[config.mk]
export PLATFORM = sky130hd
export DESIGN_NAME = slrc_scan
export DESIGN_NICKNAME = d
export VERILOG_FILES = /design/src/rtl/core/slrc_pkg.sv /design/src/rtl/core/slrc_scan.sv
export SDC_FILE = /design/constraint.sdc
export NUM_CORES = 1
export LEC_CHECK = 0
export BUFFER_PORTS_ARGS = -buffer_cell sky130_fd_sc_hd__buf_2
export CAP_MARGIN = 10
export CORE_ASPECT_RATIO = 1.4
export CORE_MARGIN = 5
export CORE_UTILIZATION = 44
export DETAILED_ROUTE_END_ITERATION = 8
export HOLD_SLACK_MARGIN = 0.05
export PLACE_DENSITY = 0.68
export SLEW_MARGIN = 20
export SYNTH_ARGS = -nofsm -noshare
export SYNTH_HDL_FRONTEND = slang
export SYNTH_SLANG_ARGS = --single-unit
[constraint.sdc]
create_clock -name clock -period 4.8 [get_ports clock]
set_clock_uncertainty 0.1 [all_clocks]
set_input_delay 0 -clock clock [delete_from_list [all_inputs] [get_ports clock]]
set_output_delay 0 -clock clock [all_outputs]
set_load 0.02 [all_outputs]
[src/rtl/core/slrc_pkg.sv]
// Package for the sublist relation classifier: sizes, codes and transfer types.
`default_nettype none
package slrc_pkg;

   localparam int DEPTH        = 256;
   localparam int ELEMENT_BITS = 32;
   localparam int ADDR_W       = (DEPTH > 1) ? $clog2(DEPTH) : 1;
   localparam int LEN_W        = $clog2(DEPTH + 1);

   localparam logic [1:0] OP_APPEND_FIRST  = 2'd0;
   localparam logic [1:0] OP_APPEND_SECOND = 2'd1;
   localparam logic [1:0] OP_COMPARE       = 2'd2;

   localparam logic [1:0] REL_EQUAL     = 2'd0;
   localparam logic [1:0] REL_SUBLIST   = 2'd1;
   localparam logic [1:0] REL_SUPERLIST = 2'd2;
   localparam logic [1:0] REL_UNEQUAL   = 2'd3;

   typedef struct packed {
      logic [1:0]                      operation;
      logic signed [ELEMENT_BITS-1:0] element;
   } req_type;

   typedef struct packed {
      logic [1:0] relation;
      logic       overflowed;
   } rsp_type;

   // read addresses from the scanner to both stores
   typedef struct packed {
      logic [ADDR_W-1:0] first_addr;
      logic [ADDR_W-1:0] second_addr;
   } scan_rd_type;

   // scanner status towards the top level
   typedef struct packed {
      logic    idle;
      logic    done;
      rsp_type result;
   } scan_stat_type;

endpackage
`default_nettype wire

[src/rtl/core/slrc_scan.sv]
// Start-position scan sequencer: walks both stores and classifies the pair.
`default_nettype none
module slrc_scan
   import slrc_pkg::*;
(
   input  wire logic                    clock,
   input  wire logic                    reset,
   input  wire logic                    start,
   input  wire logic [LEN_W-1:0]        first_len,
   input  wire logic [LEN_W-1:0]        second_len,
   input  wire logic                    lost,
   input  wire logic                    take,
   input  wire logic [ELEMENT_BITS-1:0] first_q,
   input  wire logic [ELEMENT_BITS-1:0] second_q,
   output scan_rd_type                  rd,
   output scan_stat_type                stat
);

   typedef enum logic [2:0] {
      ST_IDLE = 3'b001,
      ST_SCAN = 3'b010,
      ST_DONE = 3'b100
   } state_type;

   state_type         state_ff, state_in;
   logic [LEN_W-1:0]  pos_ff, pos_in;
   logic [LEN_W-1:0]  k_ff, k_in;
   logic [LEN_W-1:0]  limit_ff, limit_in;
   logic [LEN_W-1:0]  nlen_ff, nlen_in;
   logic              hay_second_ff, hay_second_in;
   logic [1:0]        hit_ff, hit_in;
   logic              pend_ff, pend_in;
   logic              last_ff, last_in;
   rsp_type           result_ff, result_in;

   logic              hay_second;
   logic [LEN_W-1:0]  nlen, hlen;
   logic [ADDR_W-1:0] hay_addr, needle_addr;
   logic [LEN_W-1:0]  hay_sum;
   logic              mismatch;

   // shorter list is the needle; equal lengths use the second as haystack
   assign hay_second = (first_len <= second_len);
   assign nlen       = hay_second ? first_len : second_len;
   assign hlen       = hay_second ? second_len : first_len;

   assign hay_sum     = pos_ff + k_ff;
   assign hay_addr    = hay_sum[ADDR_W-1:0];
   assign needle_addr = k_ff[ADDR_W-1:0];
   assign mismatch    = (first_q != second_q);

   assign rd.first_addr  = hay_second_ff ? needle_addr : hay_addr;
   assign rd.second_addr = hay_second_ff ? hay_addr : needle_addr;

   assign stat.idle   = (state_ff == ST_IDLE);
   assign stat.done   = (state_ff == ST_DONE);
   assign stat.result = result_ff;

   always_comb begin
      state_in      = state_ff;
      pos_in        = pos_ff;
      k_in          = k_ff;
      limit_in      = limit_ff;
      nlen_in       = nlen_ff;
      hay_second_in = hay_second_ff;
      hit_in        = hit_ff;
      pend_in       = 1'b0;
      last_in       = last_ff;
      result_in     = result_ff;
      unique case (state_ff)
         ST_IDLE: begin
            if (start) begin
               hay_second_in        = hay_second;
               nlen_in              = nlen;
               limit_in             = hlen - nlen;
               pos_in               = '0;
               k_in                 = '0;
               result_in.overflowed = lost;
               if (first_len == second_len) begin
                  hit_in = REL_EQUAL;
               end else if (hay_second) begin
                  hit_in = REL_SUBLIST;
               end else begin
                  hit_in = REL_SUPERLIST;
               end
               if (nlen == '0) begin
                  // empty needle always matches
                  result_in.relation = (first_len == second_len) ? REL_EQUAL :
                                       (hay_second ? REL_SUBLIST : REL_SUPERLIST);
                  state_in           = ST_DONE;
               end else begin
                  state_in = ST_SCAN;
               end
            end
         end
         ST_SCAN: begin
            priority if (pend_ff && mismatch) begin
               // drop in-flight read, move to next start position
               if (pos_ff == limit_ff) begin
                  result_in.relation = REL_UNEQUAL;
                  state_in           = ST_DONE;
               end else begin
                  pos_in = pos_ff + LEN_W'(1);
                  k_in   = '0;
               end
            end else if (pend_ff && last_ff) begin
               result_in.relation = hit_ff;
               state_in           = ST_DONE;
            end else if (k_ff < nlen_ff) begin
               pend_in = 1'b1;
               last_in = (k_ff == nlen_ff - LEN_W'(1));
               k_in    = k_ff + LEN_W'(1);
            end else begin
               pend_in = 1'b0;
            end
         end
         ST_DONE: begin
            if (take) begin
               state_in = ST_IDLE;
            end
         end
         default: begin
            state_in = ST_IDLE;
         end
      endcase
   end

   always_ff @(posedge clock) begin
      if (reset) begin
         state_ff <= ST_IDLE;
         pend_ff  <= 1'b0;
      end else begin
         state_ff <= state_in;
         pend_ff  <= pend_in;
      end
      pos_ff        <= pos_in;
      k_ff          <= k_in;
      limit_ff      <= limit_in;
      nlen_ff       <= nlen_in;
      hay_second_ff <= hay_second_in;
      hit_ff        <= hit_in;
      last_ff       <= last_in;
      result_ff     <= result_in;
   end

endmodule
`default_nettype wire

==> flow_summary.rst <==
.. list-table::
   :header-rows: 1

   * - Metric
     - Value
   * - Outcome
     - finished clean
   * - Mean instance size in the synthesized netlist
     - 9.365 µm²
   * - Vertical extent of the die
     - 125.8 µm
   * - Wire length on met3
     - 365 µm
   * - Wire length on met2
     - 5737 µm
   * - Number of antenna repair diodes
     - 0
   * - Total negative setup slack
     - 0 ns
   * - Worst path setup slack after routing
     - 0.6670 ns
   * - Crit. End Element
     - register
   * - Slew of the pin with the lowest slew margin
     - 0.8879 ns
   * - Number of sinks on the clock net
     - 47
   * - Post-route minimum period
     - 4.133 ns
   * - Filler cells
     - 863
   * - Worst hold path startpoint
     - first_len[6]
   * - Share of async-settable or async-resettable flops after synthesis
     - 0
   * - DP Wirelength
     - 8638 µm
   * - Tightest Hold Check Type
     - input pin to register
   * - Met1 routed wirelength after detailed routing
     - 4043 µm
   * - Antenna violations before repair
     - 0
   * - Finished Cell Area
     - 5075 µm²
   * - Floorplan row count
     - 42
   * - Capture point of the worst reg-to-reg path
     - k_ff[1]$_SDFFCE_PP0P_
   * - Number of cells upsized or downsized after cts
     - 0
   * - Wirelength, routed
     - 10,410 µm
   * - Final cell count without fillers
     - 674
   * - Static leakage power
     - 2.118 nW
   * - Remaining global-route overflow
     - 0
   * - Max H-tree Level
     - 2
   * - Largest net degree at the start of global routing
     - 25
   * - Setup repair after global routing missed its margin
     - no
   * - Post-Place Cell Area
     - 4803 µm²
   * - Cell Int Power
     - 0.9553 mW
   * - Final setup violating endpoints
     - 0
   * - Setup slack after placement
     - 1.014 ns
   * - Longest Clk Path Bufs
     - 2
   * - Ratio of routed vias to standard cells
     - 5.389
   * - Power density of the placed cells
     - 288.6 nW/µm²
   * - Count of mapped cells out of synthesis
     - 450
   * - Number of enable flip-flop cells after synthesis
     - 43
   * - Cell Area, Synth
     - 4214 µm²
   * - Part of the Yosys area used for sequential elements
     - 0.3254
   * - Die width
     - 92.71 µm
   * - Fraction of layout instances using a drive strength above 1
     - 0.2553
   * - Net Count, Synth
     - 567
   * - TritonCTS clock tree
     - built
   * - Sequential share of power
     - 0.390
   * - DRC violations left
     - 0
   * - Number of post-CTS setup repair buffers
     - 0
   * - WP data arrival
     - 4.26 ns
   * - Overall die area
     - 11,660 µm²
   * - Number of max-cap violations
     - 0
   * - Initial core utilization
     - 0.4480
   * - Start-to-end type of the worst setup path
     - input pin to register
   * - Total count of max-transition violations in the final report
     - 0
   * - IO Pins
     - 108
   * - Unique masters post-synth
     - 59
   * - Global placer's final weighted congestion
     - 0.9151
   * - Internal reg-to-reg setup slack
     - 1.96 ns
   * - Total power draw
     - 1.464 mW
   * - Most instantiated flip-flop cell in the synthesis netlist
     - edfxtp_1
   * - Count of input and output buffers
     - 107
   * - Iter 0 DRT Violations
     - 152
   * - Core Area
     - 9407 µm²
   * - Critical Path RT
     - 4.93 ns
   * - Register bit count reported by yosys
     - 47
   * - Worst reg-to-reg path cell count
     - 9
   * - Slew margin rel.
     - 0.4068
   * - Kind of launch point of the worst setup path
     - input pin
   * - Count of warnings emitted by yosys
     - 0
   * - Worst hold margin
     - 0.08702 ns
   * - Master cell of the clock root buffer
     - clkbuf_16
   * - Final Core Density
     - 0.5395
   * - Net switching power
     - 0.5091 mW
   * - Net count reported at finish
     - 680
   * - Vias in the first global route
     - 3,629
   * - Aggregate global-route resource usage
     - 0.1797
   * - Cells on Worst Hold Path
     - 3
   * - Routed Antenna Nets
     - 0
   * - Number of hold violations in the final report
     - 0
   * - Highest layer used for signal routing
     - met4
   * - Number of buffers inserted during clock tree synthesis
     - 5
   * - Synthesis-to-layout area growth
     - 20.43%
   * - Drt wl/cell
     - 15.45 µm
   * - Portion of total power attributed to combinational logic
     - 0.383
   * - Total vias in the final route
     - 3,632
   * - Seq. cell area
     - 1371 µm²
   * - Clk Latency, worst-skew pair
     - 0.29 ns
   * - Multi-input combinational cell area
     - 2614 µm²
   * - Crit Path Max Fanout
     - 13
   * - Clock transition at path regs
     - 0.06 ns
   * - Top achievable clock speed
     - 242.0 MHz
   * - Final critical-path share of the clock period
     - 0.8610
   * - Sw Ratio
     - 0.3477
   * - DP Cell Count
     - 653
   * - Origin of the critical flop-to-flop path
     - k_ff[1]$_SDFFCE_PP0P_
   * - Maximum vdd drop
     - 0.1421 mV
   * - Wire length of the first global-routing pass
     - 17,010 µm
   * - Clock share of power
     - 0.227
   * - Endpoint of the worst hold path
     - nlen_ff[6]$_DFFE_PP_
   * - DRT Pass-1 Iters
     - 4
-- worst max path at each step --
stage	start	to	depth (start not counted)
floorplan	second_len[4]	limit_ff[8]$_DFFE_PP_	15
global placement	second_len[4]	limit_ff[8]$_DFFE_PP_	14
detailed placement	second_len[4]	limit_ff[8]$_DFFE_PP_	14
CTS	first_len[7]	state_ff[2]$_SDFFE_PP0P_	13
global route	first_len[7]	state_ff[2]$_SDFFE_PP0P_	13
finish	first_len[7]	state_ff[2]$_SDFFE_PP0P_	13
-- cells by family after synthesis --
| family | Yosys count | share of synthesized area |
|---|---|---|
| multiplexers | 20 | 0.05196 |
| flip-flops | 47 | 0.3254 |
| AO/OA/AOI/OAI | 71 | 0.1247 |
| XOR/XNOR | 78 | 0.1621 |
| adder cells (fa/ha/maj) | 30 | 0.09086 |
| buffers and inverters | 51 | 0.05434 |
| AND/OR/NAND/NOR | 153 | 0.1906 |
-- power by group through the flow --
stage	Combinational [mW]	Clock (mW)	Sequential, mW
floorplan	0.414	0	0.555
global placement	0.538	0	0.578
detailed placement	0.551	0	0.580
CTS	0.564	0.341	0.572
global route	0.620	0.353	0.580
finish	0.560	0.333	0.571
-- layout by cell type (no fill, tap or decap), types with 8 or more instances in the layout --
cell type      instances
buf_2                107
xnor2_1               60
edfxtp_1              43
nor2_1                37
nand2_1               32
inv_1                 30
ha_1                  29
xor2_1                18
nand4_1               16
a21oi_1               16
nand3_1               16
o21ai_1               14
dlygate4sd3_1         13
mux2_2                11
nor3_1                 9
mux2i_1                8
-- what timing repair did --
| action | in CTS | in global routing |
|---|---|---|
| endpoints found under the hold margin | 12 | 0 |
| hold buffers | 13 | 0 |
| setup endpoints to repair | 0 | 0 |
-- state kept, by name, indices dropped and copies added, names as in the netlist --
name,flops
state_ff,3
limit_ff,9
hay_second_ff,1
hit_ff,2
pend_ff,1
last_ff,1
pos_ff,9
k_ff,9
stat,3
nlen_ff,9
-- critical path, cell delays in order --
cell and delay [ns]:
dlygate4sd3_1 0.53, buf_2 0.15, ha_1 0.44, nand4_1 0.19, nor4_2 0.62, or2_1 0.49
buf_4 0.28, inv_4 0.11, mux2i_1 0.19, nor4b_2 0.33, nand2_1 0.11, a221oi_2 0.25
dlygate4sd3_1 0.58
-- layer usage --
layer,vias up,track usage
li1,1839,-
met1,1705,0.1986
met2,74,0.3397
met3,14,0.02446
met4,0,0.07334
met5,-,0
-- cells in the mapped netlist (all sizes together) (3+ instances only) --
master | n | area [µm²]
a21oi | 16 | 80.08
a221oi | 4 | 65.07
nor2b | 6 | 37.54
a2111oi | 3 | 45.05
a211oi | 4 | 40.03
clkbuf | 7 | 26.28
nand2b | 3 | 18.77
nand3 | 16 | 80.08
dfxtp | 4 | 80.08
nand4 | 16 | 100.1
nor4 | 7 | 56.30
or4 | 3 | 22.52
nor3 | 9 | 45.04
ha | 29 | 362.9
o22ai | 3 | 18.77
and2 | 5 | 31.28
xor2 | 18 | 157.7
mux2 | 12 | 138.9
and3 | 7 | 43.79
xnor2 | 60 | 525.5
nand2 | 32 | 120.1
nor2 | 37 | 138.9
o21ai | 21 | 105.1
edfxtp | 43 | 1291
o21a | 3 | 22.52
mux2i | 8 | 80.08
inv | 36 | 137.6
buf | 8 | 65.06
o21bai | 6 | 45.04
-- final cells by class --
cell class | count | area share
clock buffers | 6 | 0.02539
inverters | 36 | 0.02712
multi-input cells | 352 | 0.5150
repair buffers | 121 | 0.1326
flip-flops and latches | 47 | 0.2702
well taps | 110 | 0.02712
clock inverters | 2 | 0.002465
Power figures use the tool's default switching activity.
